`src/sv/tes_pkg.sv`:
```
package tes_pkg;

   localparam int COORD_BITS = 24;
   localparam int COEF_BITS  = 32;

   // exact widths of the intermediate terms
   localparam int EDGE_BITS = COORD_BITS + 1;
   localparam int NORM_BITS = 2 * EDGE_BITS + 1;
   localparam int DOT_BITS  = 2 * NORM_BITS + 2;
   localparam int DET_BITS  = NORM_BITS + EDGE_BITS + 2;
   localparam int DEN_BITS  = DET_BITS + 4;
   localparam int NUM_BITS  = DOT_BITS + 1;
   localparam int WORK_BITS = (NUM_BITS > DEN_BITS + COEF_BITS) ? NUM_BITS
                                                                : DEN_BITS + COEF_BITS;

   localparam int NUM_EDGES   = 5;
   localparam int NUM_NORMALS = 4;
   localparam int NUM_PAIRS   = 6;

   // edge vector slots
   localparam int E_JL = 0;   // d - b
   localparam int E_JK = 1;   // c - b
   localparam int E_IK = 2;   // c - a
   localparam int E_IL = 3;   // d - a
   localparam int E_IJ = 4;   // b - a

   // face normal slots, one per vertex
   localparam int N_A = 0;
   localparam int N_B = 1;
   localparam int N_C = 2;
   localparam int N_D = 3;

   // coupling slots
   localparam int K_AB = 0;
   localparam int K_AC = 1;
   localparam int K_AD = 2;
   localparam int K_BC = 3;
   localparam int K_BD = 4;
   localparam int K_CD = 5;

   localparam logic signed [COEF_BITS-1:0] COEF_MAX = {1'b0, {(COEF_BITS-1){1'b1}}};
   localparam logic signed [COEF_BITS-1:0] COEF_MIN = {1'b1, {(COEF_BITS-1){1'b0}}};

   typedef struct packed {
      logic signed [COORD_BITS-1:0] ax;
      logic signed [COORD_BITS-1:0] ay;
      logic signed [COORD_BITS-1:0] az;
      logic signed [COORD_BITS-1:0] bx;
      logic signed [COORD_BITS-1:0] by_coord;
      logic signed [COORD_BITS-1:0] bz;
      logic signed [COORD_BITS-1:0] cx;
      logic signed [COORD_BITS-1:0] cy;
      logic signed [COORD_BITS-1:0] cz;
      logic signed [COORD_BITS-1:0] dx;
      logic signed [COORD_BITS-1:0] dy;
      logic signed [COORD_BITS-1:0] dz;
   } req_type;

   typedef struct packed {
      logic signed [COEF_BITS-1:0] k_ab;
      logic signed [COEF_BITS-1:0] k_ac;
      logic signed [COEF_BITS-1:0] k_ad;
      logic signed [COEF_BITS-1:0] k_bc;
      logic signed [COEF_BITS-1:0] k_bd;
      logic signed [COEF_BITS-1:0] k_cd;
      logic signed [COEF_BITS-1:0] k_aa;
      logic signed [COEF_BITS-1:0] k_bb;
      logic signed [COEF_BITS-1:0] k_cc;
      logic signed [COEF_BITS-1:0] k_dd;
      logic                        degenerate;
   } rsp_type;

   typedef logic [NUM_EDGES-1:0][2:0][EDGE_BITS-1:0] edges_type;

   typedef struct packed {
      logic full;
      logic empty;
   } queue_status_type;

endpackage

```
`src/sv/tes_front.sv`:
```
module tes_front (
   input  tes_pkg::req_type   req,
   output tes_pkg::edges_type edges
);

   logic signed [tes_pkg::COORD_BITS-1:0] pt [4][3];

   assign pt[0][0] = req.ax;
   assign pt[0][1] = req.ay;
   assign pt[0][2] = req.az;
   assign pt[1][0] = req.bx;
   assign pt[1][1] = req.by_coord;
   assign pt[1][2] = req.bz;
   assign pt[2][0] = req.cx;
   assign pt[2][1] = req.cy;
   assign pt[2][2] = req.cz;
   assign pt[3][0] = req.dx;
   assign pt[3][1] = req.dy;
   assign pt[3][2] = req.dz;

   always_comb begin
      for (int c = 0; c < 3; c++) begin
         edges[tes_pkg::E_JL][c] = tes_pkg::EDGE_BITS'(pt[3][c]) - tes_pkg::EDGE_BITS'(pt[1][c]);
         edges[tes_pkg::E_JK][c] = tes_pkg::EDGE_BITS'(pt[2][c]) - tes_pkg::EDGE_BITS'(pt[1][c]);
         edges[tes_pkg::E_IK][c] = tes_pkg::EDGE_BITS'(pt[2][c]) - tes_pkg::EDGE_BITS'(pt[0][c]);
         edges[tes_pkg::E_IL][c] = tes_pkg::EDGE_BITS'(pt[3][c]) - tes_pkg::EDGE_BITS'(pt[0][c]);
         edges[tes_pkg::E_IJ][c] = tes_pkg::EDGE_BITS'(pt[1][c]) - tes_pkg::EDGE_BITS'(pt[0][c]);
      end
   end

endmodule

```
`config.mk`:
```
export PLATFORM = sky130hd
export DESIGN_NAME = tes_front
export DESIGN_NICKNAME = d
export VERILOG_FILES = /design/src/sv/tes_pkg.sv /design/src/sv/tes_front.sv
export SDC_FILE = /design/constraint.sdc
export NUM_CORES = 1
export LEC_CHECK = 0
export ABC_AREA = 1
export BUFFER_PORTS_ARGS = -buffer_cell sky130_fd_sc_hd__buf_2
export CAP_MARGIN = 20
export CORE_MARGIN = 3
export CORE_UTILIZATION = 42
export DETAILED_ROUTE_END_ITERATION = 8
export PLACE_DENSITY_LB_ADDON = 0.25
export SLEW_MARGIN = 20
export SYNTH_ARGS = -nofsm -noshare
export SYNTH_HDL_FRONTEND = slang
export SYNTH_SLANG_ARGS = --single-unit
```
`constraint.sdc`:
```
create_clock -name vclk -period 6.25
set_input_delay 1.25 -clock vclk [all_inputs]
set_output_delay 1.25 -clock vclk [all_outputs]
set_load 0.02 [all_outputs]
```
=== Yosys cells after proc, flatten, opt, wreduce, memory -nomap -nowiden ===
Index checks and enable logic that the tools add are counted.

* Output and inout port bits: 375
* Input bits: 288
* Flip-flop bits (word level): 0
* Logic and storage cells: 15

* Add/sub/neg operators: 15

{| class="wikitable"
|+ Operators by type and width
! kind !! count
|-
| $sub 24x24->25 || 15
|}

=== Logic depth before layout (Yosys ltp) ===
* Depth in word-level cells: 1
* Mapped depth: 12
* Mapped depth without buffers: 12

=== Least setup slack after synthesis ===
No wires, ideal clock.

* Path type: input-to-output
* Start point: input port req[120] in the netlist's numbering
* End point: output port edges[162] in the netlist's numbering
* Arrival: 2745 ps
* Stages: 11
* Setup slack: 2255 ps
* Path buffers: 0
* Path through: inv_1 -> ha_1 -> fa_1 -> inv_1 -> nand2_1 -> nand2_1 -> nand3_1 -> nand2_1 -> nand2_1 -> nand2_1 -> xor2_1

{| class="wikitable"
|+ RTL lines
! what !! line !! source
|-
| from (decl) || tes_front.sv:2 || <nowiki>input tes_pkg::req_type req,</nowiki>
|-
| to (decl) || tes_front.sv:3 || <nowiki>output tes_pkg::edges_type edges</nowiki>
|}

==> summary.md <==
| Metric | Value |
|---|---|
| Status | `complete, no violations` |
| FMAX | `0.216 GHz` |
| Fin. max-slew vios | `0` |
| Crit-path most repeated cell | `nand2_1` |
| Startpoint Class | `input port` |
| PostCTS Resize Cnt | `0` |
| Critical path's top delay family | `adder cells` |
| CP required | `5.00 ns` |
| Area grow syn2layout | `16.0%` |
| Initial antenna violation count | `16` |
| Io pins | `663` |
| CP max stage delay | `0.43 ns` |
| List of most frequent post-synthesis cells | `nand2_1, inv_1, nor2_1` |
| Final WL | `138 mm` |
| Lkg Pwr | `22.5 nW` |
| Antenna viol nets, final | `0` |
| Avg Synthesized Cell Area | `4.72 um^2` |
| Row count | `93` |
| Vias per std cell | `4.94` |
| Vert. Die Dim | `262 um` |
| Residual DRC | `0` |
| Fill cells | `7,695` |
| Placed Instance Area | `32,000 um^2` |
| Distinct cells, synth | `17` |
| First-pass GRT wire length | `201 mm` |
| Area of the core | `64,700 um^2` |
| Final Hold Viols | `0` |
| Synthesized area | `27,600 um^2` |
| Worst path slowest cell | `xor2_1` |
| CP cell instances | `buf_2 > inv_1 > ha_1 > fa_1 > inv_1 > nand2_1 > nand2_1 > nand3_1 > nand2_1 > nand2_1 > nand2_1 > xor2_1 > buf_2` |
| Fin crit period | `4.63 ns` |
| DRT iter0 DRCs | `3,160` |
| Vias in the first global route | `34,100` |
| Sequential cells | `0` |
| Crit-path max FO | `4` |
| Max Cap Violations | `0` |
| HPWL after detailed placement | `126 mm` |
| Die width | `262 um` |
| Final Instance Area | `32,000 um^2` |
| Setup_tns | `0 ns` |
| Final setup fails | `0` |
| RSZ-0062 raised after global routing | `no` |
| Yosys top cell area share | `35.7%` |
| Hold slack | `2.90 ns` |
| Post-Syn Nets | `6,517` |
| Vias post-DR | `36,500` |
| Cells after Synth | `5,854` |
| Maximum VDD drop | `0.0000793 V` |
| Arrival @ worst endpoint | `3.38 ns` |
| Drt pass-1 iters | `7` |
| GRT Total Usage | `37.7%` |
| Nets | `7,182` |
| YS warnings | `0` |
| Area leader, netlist | `nand2_1` |
| Setup bufs post-CTS | `0` |
| Critical path class | `in -> out` |
| Final period util | `74.1%` |
| Count leader, synth | `nand2_1` |
| Relative slew slack | `63.3%` |
| Share of post-route cells with drive strength above 1 | `11.5%` |
| Routability congestion estimate | `1.07` |
| Largest net degree at the start of global routing | `7` |
| CP endpoint kind | `output pin` |
| Sequential cell area | `0 um^2` |
| Routed wire per std cell | `18.7 um` |
| Pwr per Cell Area | `134 nW/um^2` |
| Buffers on Ports | `663` |
| Top cells by area, synth | `nand2_1, inv_1, ha_1` |
| Die Area | `68,800 um^2` |
| CLK BUF | `0` |
| Seq/Total Area, Yosys | `0%` |
| Hold buffer count at CTS | `0` |
| CP bufs+invs | `4` |
| Worst Hold Class | `in -> out` |
| Grt total ovfl | `0` |
| Total power | `4.29 mW` |
| Initial Util | `42.7%` |
| Worst-margin pin slew | `0.548 ns` |
worst min-delay path, cell delays in order:
cell and delay, ns:
buf_2 0.11, ha_1 0.12, inv_1 0.03, buf_2 0.14
per-layer routing:
| metal | vias to the layer above | routed length [um] | global-route usage [%] |
|---|---|---|---|
| met3 | 373 | 10700 | 6.62 |
| li1 | 18700 | - | - |
| met1 | 16000 | 54500 | 44.0 |
| met4 | 4 | 10200 | 22.3 |
| met2 | 1474 | 62600 | 64.6 |
| met5 | - | 20 | 0 |
stage by stage:
step	utilization, %	instances	worst slack [ns]
6_report	49.5	7384	1.62
5_1_grt	49.5	7380	1.46
4_1_cts	49.5	7372	1.70
3_5_place_dp	49.5	7372	1.70
3_3_place_gp	49.5	7372	1.67
2_1_floorplan	-	5854	2.26
cells in the final DEF (no fill, tap or decap), drive strengths merged:
master	netlist	routed
xnor2	15	15
nor2	470	470
ha	360	360
nand2	2643	2643
nand3	303	303
nand4	93	93
inv	1491	1491
xor2	177	177
and2	20	20
a21oi	187	187
nor3	30	30
nand3b	30	30
buf	0	663
diode	0	12
fa	15	15
or2	20	20
area by class of cell:
cell class	instances	area, um^2	area share, %
Multi-Input combinational cell	4363	22000	68.7
Tap cell	855	1070	3.34
Antenna cell	12	30.0	0.0938
Timing Repair Buffer	663	3320	10.4
Inverter	1491	5600	17.5
worst paths after layout:
kind                  from         to  slack, ns  cells after the start
setup / recovery   req[24]  edges[41]       1.62                     13
hold / removal    req[192]  edges[75]       2.90                      4
kinds of logic after synthesis:
kind of cell | count (synthesis) | synth area share (%)
xor gates and xnor gates | 192 | 6.09
buffers and inverters | 1491 | 20.3
adders and majority gates | 375 | 17.4
AOI/OAI and AO/OA | 187 | 3.39
and+or+nand+nor | 3609 | 52.8
report_power, final:
group / internal, mW / total [mW] / switching, mW
sequential: 0 / 0 / 0
combinational: 1.27 / 4.29 / 3.02
clock: 0.000000212 / 0.000000212 / 0
total: 1.27 / 4.29 / 3.02
Power figures use the tool's default switching activity.
