## config.mk

```make
export PLATFORM = sky130hd
export DESIGN_NAME = tes_queue
export DESIGN_NICKNAME = d
export VERILOG_FILES = /design/src/sv/tes_pkg.sv /design/src/sv/tes_queue.sv
export SDC_FILE = /design/constraint.sdc
export NUM_CORES = 1
export LEC_CHECK = 0
export BUFFER_PORTS_ARGS = -buffer_cell sky130_fd_sc_hd__buf_2
export CORE_MARGIN = 2
export CORE_UTILIZATION = 45
export CTS_CLUSTER_DIAMETER = 150
export DETAILED_ROUTE_END_ITERATION = 8
export PLACE_DENSITY_LB_ADDON = 0.08
export SLEW_MARGIN = 20
export SYNTH_ARGS = -nofsm -noshare
export SYNTH_HDL_FRONTEND = slang
export SYNTH_SLANG_ARGS = --single-unit
```

## constraint.sdc

```tcl
create_clock -name clock -period 3.3 [get_ports clock]
set_clock_uncertainty 0.15 [all_clocks]
set_input_delay 0 -clock clock [delete_from_list [all_inputs] [get_ports clock]]
set_output_delay 0 -clock clock [all_outputs]
set_load 0.02 [all_outputs]
```

## src/sv/tes_pkg.sv

```systemverilog
package tes_pkg;

   localparam int COORD_BITS = 24;
   localparam int COEF_BITS  = 32;

   // exact widths of the intermediate terms
   localparam int EDGE_BITS = COORD_BITS + 1;
   localparam int NORM_BITS = 2 * EDGE_BITS + 1;
   localparam int DOT_BITS  = 2 * NORM_BITS + 2;
   localparam int DET_BITS  = NORM_BITS + EDGE_BITS + 2;
   localparam int DEN_BITS  = DET_BITS + 4;
   localparam int NUM_BITS  = DOT_BITS + 1;
   localparam int WORK_BITS = (NUM_BITS > DEN_BITS + COEF_BITS) ? NUM_BITS
                                                                : DEN_BITS + COEF_BITS;

   localparam int NUM_EDGES   = 5;
   localparam int NUM_NORMALS = 4;
   localparam int NUM_PAIRS   = 6;

   // edge vector slots
   localparam int E_JL = 0;   // d - b
   localparam int E_JK = 1;   // c - b
   localparam int E_IK = 2;   // c - a
   localparam int E_IL = 3;   // d - a
   localparam int E_IJ = 4;   // b - a

   // face normal slots, one per vertex
   localparam int N_A = 0;
   localparam int N_B = 1;
   localparam int N_C = 2;
   localparam int N_D = 3;

   // coupling slots
   localparam int K_AB = 0;
   localparam int K_AC = 1;
   localparam int K_AD = 2;
   localparam int K_BC = 3;
   localparam int K_BD = 4;
   localparam int K_CD = 5;

   localparam logic signed [COEF_BITS-1:0] COEF_MAX = {1'b0, {(COEF_BITS-1){1'b1}}};
   localparam logic signed [COEF_BITS-1:0] COEF_MIN = {1'b1, {(COEF_BITS-1){1'b0}}};

   typedef struct packed {
      logic signed [COORD_BITS-1:0] ax;
      logic signed [COORD_BITS-1:0] ay;
      logic signed [COORD_BITS-1:0] az;
      logic signed [COORD_BITS-1:0] bx;
      logic signed [COORD_BITS-1:0] by_coord;
      logic signed [COORD_BITS-1:0] bz;
      logic signed [COORD_BITS-1:0] cx;
      logic signed [COORD_BITS-1:0] cy;
      logic signed [COORD_BITS-1:0] cz;
      logic signed [COORD_BITS-1:0] dx;
      logic signed [COORD_BITS-1:0] dy;
      logic signed [COORD_BITS-1:0] dz;
   } req_type;

   typedef struct packed {
      logic signed [COEF_BITS-1:0] k_ab;
      logic signed [COEF_BITS-1:0] k_ac;
      logic signed [COEF_BITS-1:0] k_ad;
      logic signed [COEF_BITS-1:0] k_bc;
      logic signed [COEF_BITS-1:0] k_bd;
      logic signed [COEF_BITS-1:0] k_cd;
      logic signed [COEF_BITS-1:0] k_aa;
      logic signed [COEF_BITS-1:0] k_bb;
      logic signed [COEF_BITS-1:0] k_cc;
      logic signed [COEF_BITS-1:0] k_dd;
      logic                        degenerate;
   } rsp_type;

   typedef logic [NUM_EDGES-1:0][2:0][EDGE_BITS-1:0] edges_type;

   typedef struct packed {
      logic full;
      logic empty;
   } queue_status_type;

endpackage

```

## src/sv/tes_queue.sv

```systemverilog
module tes_queue #(
   parameter int WIDTH = 8,
   parameter int DEPTH = 4
) (
   input  logic                      clock,
   input  logic                      reset,
   input  logic                      push,
   input  logic [WIDTH-1:0]          push_data,
   input  logic                      pop,
   output logic [WIDTH-1:0]          pop_data,
   output tes_pkg::queue_status_type status
);

   localparam int PTR_BITS = (DEPTH > 1) ? $clog2(DEPTH) : 1;
   localparam int CNT_BITS = $clog2(DEPTH + 1);

   logic [WIDTH-1:0]    slot_ff [DEPTH];
   logic [PTR_BITS-1:0] wr_ptr_ff, wr_ptr_in;
   logic [PTR_BITS-1:0] rd_ptr_ff, rd_ptr_in;
   logic [CNT_BITS-1:0] count_ff, count_in;

   assign wr_ptr_in = (wr_ptr_ff == PTR_BITS'(DEPTH - 1)) ? '0 : wr_ptr_ff + 1'b1;
   assign rd_ptr_in = (rd_ptr_ff == PTR_BITS'(DEPTH - 1)) ? '0 : rd_ptr_ff + 1'b1;

   always_comb begin
      count_in = count_ff;
      if (push && !pop) count_in = count_ff + 1'b1;
      if (!push && pop) count_in = count_ff - 1'b1;
   end

   always_ff @(posedge clock) begin
      if (reset) begin
         wr_ptr_ff <= '0;
         rd_ptr_ff <= '0;
         count_ff  <= '0;
      end else begin
         if (push) wr_ptr_ff <= wr_ptr_in;
         if (pop) rd_ptr_ff <= rd_ptr_in;
         count_ff <= count_in;
      end
   end

   always_ff @(posedge clock) begin
      if (push) slot_ff[wr_ptr_ff] <= push_data;
   end

   assign pop_data     = slot_ff[rd_ptr_ff];
   assign status.full  = (count_ff == CNT_BITS'(DEPTH));
   assign status.empty = (count_ff == '0);

endmodule

```

[After elaboration in Yosys (flattened, before gate mapping)]
Memories as Yosys holds them, arrays and structs flattened. A register that Yosys moved wholly into a read port is not among the register bits.
Cells that the tools add are included.
Operators by class
  eq/ne operators: 3
  $add $sub $neg: 4
  reductions and logical operators: 6
  multiplexer cells: 8
Operators with widths (number)
  $mux W2: 4
  $mux W3: 2
  $add A2 B1 Y2 const B: 2
  $eq A2 B2 Y1 const B: 2
  $add A3 B1 Y3 const B: 1
  $eq A3 B3 Y1 const B: 1
  $logic_not A3 Y1: 1
  $sub A3 B1 Y3 const B: 1
  $logic_and A1 B1 Y1: 2
  $logic_not A1 Y1: 2
  $mux W1: 2
  $reduce_bool A2 Y1: 1
Word-level totals
  word-level logic and storage cells: 25
  register bits after elaboration: 7
  memories: 1
  output and inout bits: 10
  input port bits: 12
  bits in writable memories: 32
Memory list
  slot_ff: words 4, width 8, read ports 1, clocked after memory_dff 1, write ports 1, line tes_queue.sv:17  | logic [WIDTH-1:0] slot_ff [DEPTH];

[Longest topological paths before layout]
Gate-level depths: netlist of run 1.
  depth in word-level cells: 4
  gate-level depth with buffers: 7
  gate-level depth less buffers: 7

[Least setup slack after synthesis of run 1]
No wires, ideal clock.
  path kind: reg-to-reg
  start: reg count_ff[0]
  end: reg count_ff[2]
  slack: 1.690 ns
  clock period less this slack: 1.610 ns
  data arrival time: 1.391 ns
  stages on the path, launching flop included: 6
  required time: 3.080 ns
  setup time: 0.070 ns
  cells stage by stage: dfxtp_1 -> inv_1 -> fa_1 -> xor2_1 -> or3_1 -> a21oi_1
On the way
  word-level cells in the longest chain between the ends: 3
  elaborated cells between the ends (all ways): 4
Ends and longest elaborated chain
  start: declaration: line tes_queue.sv:20  | logic [CNT_BITS-1:0] count_ff, count_in;
  start signal: assignment: line tes_queue.sv:39  | count_ff <= count_in;
  $add A3 B1 Y3: line tes_queue.sv:27  | if (push && !pop) count_in = count_ff + 1'b1;
  $mux W3: line tes_queue.sv:27
  $mux W3 *: line tes_queue.sv:28  | if (!push && pop) count_in = count_ff - 1'b1;
Mark *: on every way between the ends. The rest lies on a longest branch, timed or not. The select of a mux whose other input is x is not followed.
A chain may end at the register's enable or synchronous reset.

==> results of run 1 <==
-- Yosys cell counts, drive strengths merged --
| library cell | count | area share |
|---|---|---|
| or3 | 1 | 0.0039 |
| clkbuf | 1 | 0.0031 |
| nor3b | 2 | 0.0094 |
| nor2 | 7 | 0.016 |
| fa | 1 | 0.012 |
| and3 | 1 | 0.0039 |
| xor2 | 2 | 0.011 |
| nor3 | 1 | 0.0031 |
| inv | 7 | 0.016 |
| mux4 | 8 | 0.11 |
| a21oi | 4 | 0.012 |
| dfxtp | 9 | 0.11 |
| mux2i | 2 | 0.012 |
| ha | 6 | 0.047 |
| edfxtp | 32 | 0.60 |
| o21ai | 1 | 0.0031 |
| and2 | 4 | 0.016 |
| buf | 1 | 0.0070 |
-- how the worst max path moves through the flow --
stage	start	end	slack, ns	depth (start not counted)
5_1_grt	flop	pop_data[2]	1.23	2
2_1_floorplan	count_ff[0]$_SDFFE_PP0P_	count_ff[2]$_SDFFE_PP0P_	1.69	5
3_5_place_dp	count_ff[0]$_SDFFE_PP0P_	count_ff[2]$_SDFFE_PP0P_	1.62	5
3_3_place_gp	count_ff[0]$_SDFFE_PP0P_	count_ff[2]$_SDFFE_PP0P_	1.67	5
6_report	flop	pop_data[2]	1.38	2
4_1_cts	flop	pop_data[2]	1.31	2
-- logic make-up (layout without fill, tap and decap cells) --
logic type,count (synthesis),in the layout,synth area share
compound gates,5,5,0.0156
xor+xnor,2,2,0.0109
fa+ha+maj,7,7,0.0592
buf+inv,9,47,0.0265
flops,41,41,0.711
mux,10,10,0.125
simple gates,16,16,0.0522
-- per-layer routing --
layer	part of all wire	global-route usage	wire [um]	vias up
met2	0.52	0.246	1290	20
met1	0.41	0.159	1030	395
met3	0.038	0.0339	94	7
met5	0	0	0	-
li1	-	-	-	410
met4	0.027	0.0815	67	0
-- worst register-to-register path, delay by kind of cell (launching register included) --
| family | cells | cell delay, ns |
|---|---|---|
| DFF | 1 | 0.38 |
| adders and majority gates | 1 | 0.44 |
| AOI/OAI and AO/OA | 1 | 0.14 |
| and+or+nand+nor | 1 | 0.30 |
| xor gates and xnor gates | 1 | 0.16 |
| buffers and inverters | 1 | 0.09 |
-- final cells by class --
| class | count | area, um2 | area share |
|---|---|---|---|
| tap | 46 | 57.6 | 0.0297 |
| clock buffer | 6 | 41.3 | 0.0213 |
| sequential | 41 | 1140 | 0.589 |
| timing repair buffer | 32 | 215 | 0.111 |
| inverter | 7 | 26.3 | 0.0136 |
| multi-input combinational | 40 | 422 | 0.218 |
| clock inverter | 2 | 33.8 | 0.0174 |
-- metrics by stage --
stage          cells  utilization  hold slack [ns]  power, mW
2_1_floorplan     90            -          -0.0809      0.693
3_3_place_gp     155        0.517           0.0632      0.729
3_5_place_dp     155        0.517           0.0711      0.734
4_1_cts          174        0.571            0.243       1.05
5_1_grt          174        0.571            0.260       1.08
6_report         174        0.571            0.262       1.04
-- power by group through the flow --
stage | clock network, mW | registers (mW) | logic [mW]
after global placement | 0 | 0.612 | 0.117
after floorplan | 0 | 0.603 | 0.0894
final | 0.309 | 0.600 | 0.130
after global routing | 0.335 | 0.605 | 0.143
after CTS | 0.316 | 0.601 | 0.132
after detailed placement | 0 | 0.613 | 0.121
-- flip-flops by register name, summed over array words and instances, names as in the netlist, named ones only --
| name | flops |
|---|---|
| slot_ff | 32 |
| count_ff | 3 |
| rd_ptr_ff | 2 |
| wr_ptr_ff | 2 |
==> impl_metrics.tcl, run 1 <==
set metrics [dict create \
    finalSetupTns_ns 0 \
    final_cell_mix "edfxtp_1 (32), buf_2 (21), dlygate4sd3_1 (11)" \
    maxSlewHeadroom 0.642 \
    final.fill_count 272 \
    start_kind "flop" \
    ff2ff_setup_slack_ns 1.60 \
    grt_pass1_wl_um 4060 \
    worstSetupPathType "flop to primary output" \
    cts_buffer_depth 2 \
    critPathCaptureType "primary output" \
    post-route-period-util 0.583 \
    setup_slack_ns 1.38 \
    hold_viol 0 \
    final_common_cell "edfxtp_1" \
    grt_usage 0.142 \
    die_x_um 63.7 \
    cts-root-buf "clkbuf_4" \
    min_to "slot_ff[0][4]$_DFFE_PP_" \
    maxCapViolations 0 \
    antenna_found_initial 0 \
    r2r_end "count_ff[2]$_SDFFE_PP0P_" \
    postSynthAreaPerCell_um2 17.8 \
    power_density_mw_per_mm2 536 \
    power_frac_comb 0.125 \
    status "finished, final reports clean" \
    tightest_slew_ns 0.536 \
    cts.sinks 41 \
    pre_cts_ws_ns 1.62 \
    syn2layout_area_growth_pct 20.7 \
    die-area_mm2 0.00406 \
    cpMaxStageDelayCell "dfxtp_1" \
    coreArea_mm2 0.00339 \
    vias 832 \
    yosysWarnings 0 \
    dr.pass1.iters 4 \
    critPathMaxFanout 8 \
    placed_area_mm2 0.00175 \
    crit_buf_inv 1 \
    switchingPower_mw 0.237 \
    clk_latency_ns 0.33 \
    final_area_mm2 0.00194 \
    h-tree-depth 2 \
    drc 0 \
    synth.distinct_cells 18 \
    cts_tree "yes" \
    hold_buffers 11 \
    post_drt_wl_per_cell_um 14.3 \
    cp_top_family "flip-flops" \
    cts_made_buffers 5 \
    setup_violations 0 \
    syn_inst 90 \
    hold_start "push_data[4]" \
    pwr-share-seq 0.578 \
    synth-seq-cells 41 \
    finalWeightedCongestion 0.651 \
    cts_setup_buffers 0 \
    drv_slew 0 \
    antenna_cells 0 \
    final_nets 146 \
    clock_power_share 0.297 \
    cp.required_ns 3.15 \
    rsz0062_at_grt "false" \
    yosysSeqAreaShare 0.711 \
    die_h_um 63.7 \
    ios 22 \
    drtIter0Drc 18 \
    drive_above_1_share 0.273 \
    path_cells "mux4_2 -> buf_2" \
    netlist_area_mm2 0.00161 \
    r2r_start "count_ff[0]$_SDFFE_PP0P_" \
    grt_overflow_total 0 \
    fmax_mhz 520 \
    hold_depth 2 \
    ir_worst_vdd_mv 0.344 \
    viasPerCell 4.78 \
    p_leak_nw 0.720 \
    rows 21 \
    cts-resized-gates 0 \
    first_global_vias 850 \
    ant_nets 0 \
    holdCritPathClass "input port to flop" \
    cp.arrival_ns 1.77 \
    reg2regPathDepth 5 \
    cts.clk_slew.worst_paths_ns 0.11 \
    numPortBuffers 21 \
    start_util 0.474 \
    switching_share 0.228 \
    syn_nets 109 \
    place.detailed.hpwl_um 1680 \
    period_minus_slack_ns 1.92 \
    critPathMaxStageDelay_ns 0.68 \
    grt_max_degree 13 \
    p_int_mw 0.802 \
    routed_wl_um 2490 \
]
Power figures use the tool's default switching activity.
==> run 2: changes to the inputs <==
Clock period 3.3 ns to 1.9 ns, I/O delays scaled along.
==> run 2 against run 1 <==
First-iteration DRC count increased by 56%. Critical path depth increased by 7. Design area increased by 0.65%. Combinational power increased by 79%. Flip-flop and latch count unchanged. Via count increased by 0.60%. Count of clock-buffer cells in the layout increased by 2. Sequential share of layout area decreased by 0.38 points. Largest power group unchanged. Highest routed layer unchanged.
==> impl_metrics.tcl, run 2 (synthesized netlist as in run 1, its figures left out) <==
set metrics [dict create \
    ff_latch_area_mm2 0.00114 \
    r2r_end "count_ff[2]$_SDFFE_PP0P_" \
    crit_top_cell "inv_1" \
    worstSetupEndpoint "count_ff[2]$_SDFFE_PP0P_" \
    ios 22 \
    largest_reg_flops 32 \
    die_h_um 63.7 \
    holdCritPathClass "input port to flop" \
    path_cells "dlygate4sd3_1 -> buf_2 -> inv_1 -> ha_1 -> inv_1 -> fa_1 -> xor2_1 -> or3_1 -> a21oi_1" \
    setup_violations 0 \
    cp.arrival_ns 1.96 \
    antenna_found_initial 0 \
    fin_cells 175 \
    cts.clk_slew.worst_paths_ns 0.12 \
    first_global_vias 781 \
    drc 0 \
    antenna_cells 0 \
    placed_area_mm2 0.00176 \
    dp_cells 156 \
    clk_latency_ns 0.33 \
    coreArea_mm2 0.00339 \
    cpMaxStageDelayCell "dlygate4sd3_1" \
    critPathMaxFanout 7 \
    place.detailed.hpwl_um 1640 \
    cts_setup_buffers 0 \
    reg2regPathDepth 5 \
    tightest_slew_ns 0.456 \
    fmax_mhz 544 \
    die_x_um 63.7 \
    drv_slew 0 \
    vias 837 \
    rows 21 \
    hold_viol 0 \
    cts-root-buf "clkbuf_4" \
    reg_top3 "slot_ff: 32 flops, count_ff: 3 flops" \
    grt_max_degree 13 \
    finalWeightedCongestion 0.646 \
    final.fill_count 280 \
    finalSetupTns_ns 0 \
    numPortBuffers 21 \
    drive_above_1_share 0.287 \
    cts_tree "yes" \
    dr.pass1.iters 4 \
    grt_pass1_wl_um 3820 \
    final_nets 147 \
    syn2layout_area_growth_pct 21.4 \
    multi_input_area_um2 422 \
    start_kind "input port" \
    r2r_start "count_ff[0]$_SDFFE_PP0P_" \
    maxSlewHeadroom 0.696 \
    post_drt_wl_per_cell_um 13.8 \
    cts_made_buffers 5 \
    period_minus_slack_ns 1.84 \
    power_density_mw_per_mm2 919 \
    top_register "slot_ff" \
    routed_wl_um 2410 \
    viasPerCell 4.78 \
    critPathCaptureType "flop" \
    status "finished, final reports clean" \
    die-area_mm2 0.00406 \
    final_cell_mix "edfxtp_1 (32), buf_2 (21), dlygate4sd3_1 (11)" \
    post-route-period-util 0.967 \
    rsz0062_at_grt "false" \
    start_util 0.474 \
    p_leak_nw 0.729 \
    maxCapViolations 0 \
    cp.required_ns 2.03 \
    drtIter0Drc 28 \
    crit_start "push" \
    grt_usage 0.134 \
    grt_overflow_total 0 \
    ir_worst_vdd_mv 0.539 \
    worstSetupPathType "input port to flop" \
    cts.sinks 41 \
    ff2ff_setup_slack_ns 0.20 \
    cts_buffer_depth 2 \
    h-tree-depth 2 \
    ant_nets 0 \
    critPathMaxStageDelay_ns 0.53 \
    final_area_mm2 0.00195 \
    final_common_cell "edfxtp_1" \
]
==> run 2: cell count changes in the layout (fill, tap and decap cells not counted) <==
cell / previous run / this run
buf_4: 0 / 1
bufinv_16: 1 / 0
clkbuf_16: 0 / 1
clkbuf_8: 0 / 1
clkinv_1: 1 / 0
==> run 2: metal layers <==
layer	vias to the layer above	wire (um)	track usage
li1	412	-	-
met1	401	1060	0.154
met2	18	1200	0.225
met3	6	102	0.0482
met4	0	48	0.0571
met5	-	0	0
==> run 2: worst max-delay path, delay by kind of cell <==
kind | cells | cell delay (ns)
XOR/XNOR | 1 | 0.16
AND/OR/NAND/NOR | 1 | 0.30
adder cells (fa/ha/maj) | 2 | 0.56
AO/OA/AOI/OAI | 1 | 0.14
buffers and inverters | 4 | 0.81
==> run 2: area by class of cell <==
class | instances | share of cell area
Timing Repair Buffer | 33 | 0.114
Multi-Input combinational cell | 40 | 0.216
Clock buffer | 8 | 0.0411
Sequential cell | 41 | 0.585
Inverter | 7 | 0.0135
Tap cell | 46 | 0.0295
==> run 2: worst min path at each step <==
| stage | startpoint | end | slack, ns | cells past startpoint |
|---|---|---|---|---|
| after floorplan | reset | count_ff[2]$_SDFFE_PP0P_ | -0.08 | 1 |
| after global placement | push_data[3] | slot_ff[2][3]$_DFFE_PP_ | 0.06 | 1 |
| after detailed placement | push_data[4] | slot_ff[1][4]$_DFFE_PP_ | 0.07 | 1 |
| after CTS | push_data[0] | slot_ff[2][0]$_DFFE_PP_ | 0.25 | 2 |
| after global routing | push_data[3] | slot_ff[0][3]$_DFFE_PP_ | 0.25 | 2 |
| final | push_data[6] | slot_ff[0][6]$_DFFE_PP_ | 0.27 | 2 |
==> run 2: timing repair <==
item,4_1_cts,5_1_grt
hold endpoints to repair,41,0
hold buffers,11,0
resized for setup,0,0
endpoints found under the setup margin,0,0
==> run 2: stage by stage <==
| stage | hold WS [ns] | utilization | power [mW] | setup WS, ns |
|---|---|---|---|---|
| 2_1_floorplan | -0.0809 | - | 1.20 | 0.290 |
| 3_3_place_gp | 0.0627 | 0.519 | 1.27 | 0.270 |
| 3_5_place_dp | 0.0701 | 0.519 | 1.28 | 0.212 |
| 4_1_cts | 0.247 | 0.575 | 1.81 | 0.0720 |
| 5_1_grt | 0.253 | 0.575 | 1.88 | 0.000825 |
| 6_report | 0.265 | 0.575 | 1.79 | 0.0623 |
==> run 2: where the power goes <==
part / switching [mW] / internal [mW]
clock network: 0.260 / 0.262
registers: 0.0234 / 1.01
logic: 0.125 / 0.108
==> run 3: changes to the inputs <==
Settings changed: PLACE_DENSITY set to 0.73, PLACE_DENSITY_LB_ADDON 0.08 to unset.
==> run 3 against run 2 <==
Register-to-register slack lost 0.06 ns. Fmax grew 4.6%. Global-route usage shrank 0.18 points. Final cell count shrank 0.57%. Setup slack gained 0.081 ns. Critical path type is now flop to flop. Critical endpoint unchanged. Largest cell class unchanged.
==> impl_metrics.tcl, run 3 (synthesized netlist as in run 1, its figures left out) <==
set metrics [dict create \
    finalSetupTns_ns 0 \
    coreArea_mm2 0.00339 \
    post_drt_wl_per_cell_um 13.8 \
    crit_start "count_ff[0]$_SDFFE_PP0P_" \
    reg_top3 "slot_ff: 32 flops, count_ff: 3 flops" \
    tightest_slew_ns 0.424 \
    clock_power_share 0.311 \
    p_leak_nw 0.735 \
    start_util 0.474 \
    vias 876 \
    pwr-share-seq 0.560 \
    status "finished, final reports clean" \
    worstSetupEndpoint "count_ff[2]$_SDFFE_PP0P_" \
    cts_tree "yes" \
    power_frac_comb 0.130 \
    final.fill_count 266 \
    grt_max_degree 14 \
    critPathCaptureType "flop" \
    clk_latency_ns 0.34 \
    cp.required_ns 2.03 \
    antenna_cells 0 \
    cts_made_buffers 5 \
    worstSetupPathType "flop to flop" \
    routed_wl_um 2400 \
    finalWeightedCongestion 0.671 \
    final_cell_mix "edfxtp_1 (32), buf_2 (19), dlygate4sd3_1 (10)" \
    antenna_found_initial 0 \
    grt_pass1_wl_um 3910 \
    post-route-period-util 0.924 \
    drtIter0Drc 28 \
    r2r_end "count_ff[2]$_SDFFE_PP0P_" \
    ff2ff_setup_slack_ns 0.14 \
    dr.pass1.iters 4 \
    fmax_mhz 569 \
    first_global_vias 884 \
    cts.clk_slew.worst_paths_ns 0.12 \
    ios 22 \
    r2r_start "count_ff[0]$_SDFFE_PP0P_" \
    top_register "slot_ff" \
    cts-root-buf "clkbuf_4" \
    maxCapViolations 0 \
    hold_viol 0 \
    maxSlewHeadroom 0.717 \
    die-area_mm2 0.00406 \
    largest_reg_flops 32 \
    setup_violations 0 \
    start_kind "flop" \
    cpMaxStageDelayCell "fa_1" \
    final_nets 146 \
    place.detailed.hpwl_um 1680 \
    drv_slew 0 \
    rsz0062_at_grt "false" \
    ant_nets 0 \
    numPortBuffers 21 \
    p_int_mw 1.44 \
    period_minus_slack_ns 1.76 \
    switching_share 0.224 \
    die_h_um 63.7 \
    rows 21 \
    final_area_mm2 0.00197 \
    viasPerCell 5.03 \
    cts.sinks 41 \
    power_density_mw_per_mm2 938 \
    grt_usage 0.132 \
    drc 0 \
    final_common_cell "edfxtp_1" \
    reg2regPathDepth 5 \
    grt_overflow_total 0 \
    die_x_um 63.7 \
    h-tree-depth 2 \
    critPathMaxFanout 3 \
    drive_above_1_share 0.305 \
    syn2layout_area_growth_pct 23.0 \
    cp.arrival_ns 1.89 \
    critPathMaxStageDelay_ns 0.43 \
    path_cells "inv_1 -> fa_1 -> xor2_1 -> or3_1 -> a21oi_2" \
    ir_worst_vdd_mv 0.786 \
    switchingPower_mw 0.415 \
    cts_buffer_depth 2 \
    holdCritPathClass "input port to flop" \
    placed_area_mm2 0.00176 \
]
## run 3: critical path: cells and delay by family (launching register included)
kind,cells,cell delay [ns]
flip-flops,1,0.38
AND/OR/NAND/NOR,1,0.38
buffers and inverters,1,0.09
adder cells (fa/ha/maj),1,0.43
XOR/XNOR,1,0.16
AO/OA/AOI/OAI,1,0.12
## run 3: area by class of cell
type,count,area (um2),area share
Sequential cell,41,1140,0.578
Multi-Input combinational cell,40,438,0.222
Timing Repair Buffer,32,223,0.113
Tap cell,46,57.6,0.0292
Clock buffer,6,51.3,0.0260
Clock inverter,2,37.5,0.0190
Inverter,7,26.3,0.0133
## run 3: how the worst min path moves through the flow
stage                       startpoint                         to  slack (ns)  depth (start not counted)
after floorplan                  reset   count_ff[2]$_SDFFE_PP0P_       -0.08                          1
after global placement    push_data[7]    slot_ff[2][7]$_DFFE_PP_        0.06                          1
after detailed placement  push_data[1]    slot_ff[1][1]$_DFFE_PP_        0.07                          1
after CTS                 push_data[7]    slot_ff[0][7]$_DFFE_PP_        0.24                          2
after global routing              push  wr_ptr_ff[1]$_SDFFE_PP0P_        0.08                          3
final                             push  wr_ptr_ff[1]$_SDFFE_PP0P_        0.01                          3
## run 3: repair_timing
action | CTS | global route
hold endpoints to repair | 41 | 0
hold buffers | 11 | 0
setup buffers | 0 | 0
setup endpoints to repair | 0 | 1
gates resized for setup | 0 | 5
## run 3: layer usage
layer	part of all wire	wire, um	global-route usage
met1	0.43	1040	0.155
met2	0.50	1190	0.226
met3	0.044	106	0.0321
met4	0.026	63	0.0652
met5	0	0	0
## run 3: power groups by stage
| stage | clock network [mW] | logic [mW] | registers (mW) |
|---|---|---|---|
| after floorplan | 0 | 0.155 | 1.05 |
| after global placement | 0 | 0.213 | 1.05 |
| after detailed placement | 0 | 0.220 | 1.06 |
| after CTS | 0.593 | 0.239 | 1.04 |
| after global routing | 0.623 | 0.263 | 1.04 |
| final | 0.576 | 0.240 | 1.04 |
## run 3: stage by stage
stage	hold WS [ns]	total power, mW	setup WS (ns)	instances	utilization
2_1_floorplan	-0.0809	1.20	0.290	90	-
3_3_place_gp	0.0604	1.27	0.275	156	0.519
3_5_place_dp	0.0671	1.28	0.202	156	0.519
4_1_cts	0.243	1.87	0.0510	175	0.578
5_1_grt	0.0823	1.93	0.0346	174	0.583
6_report	0.0115	1.85	0.144	174	0.583
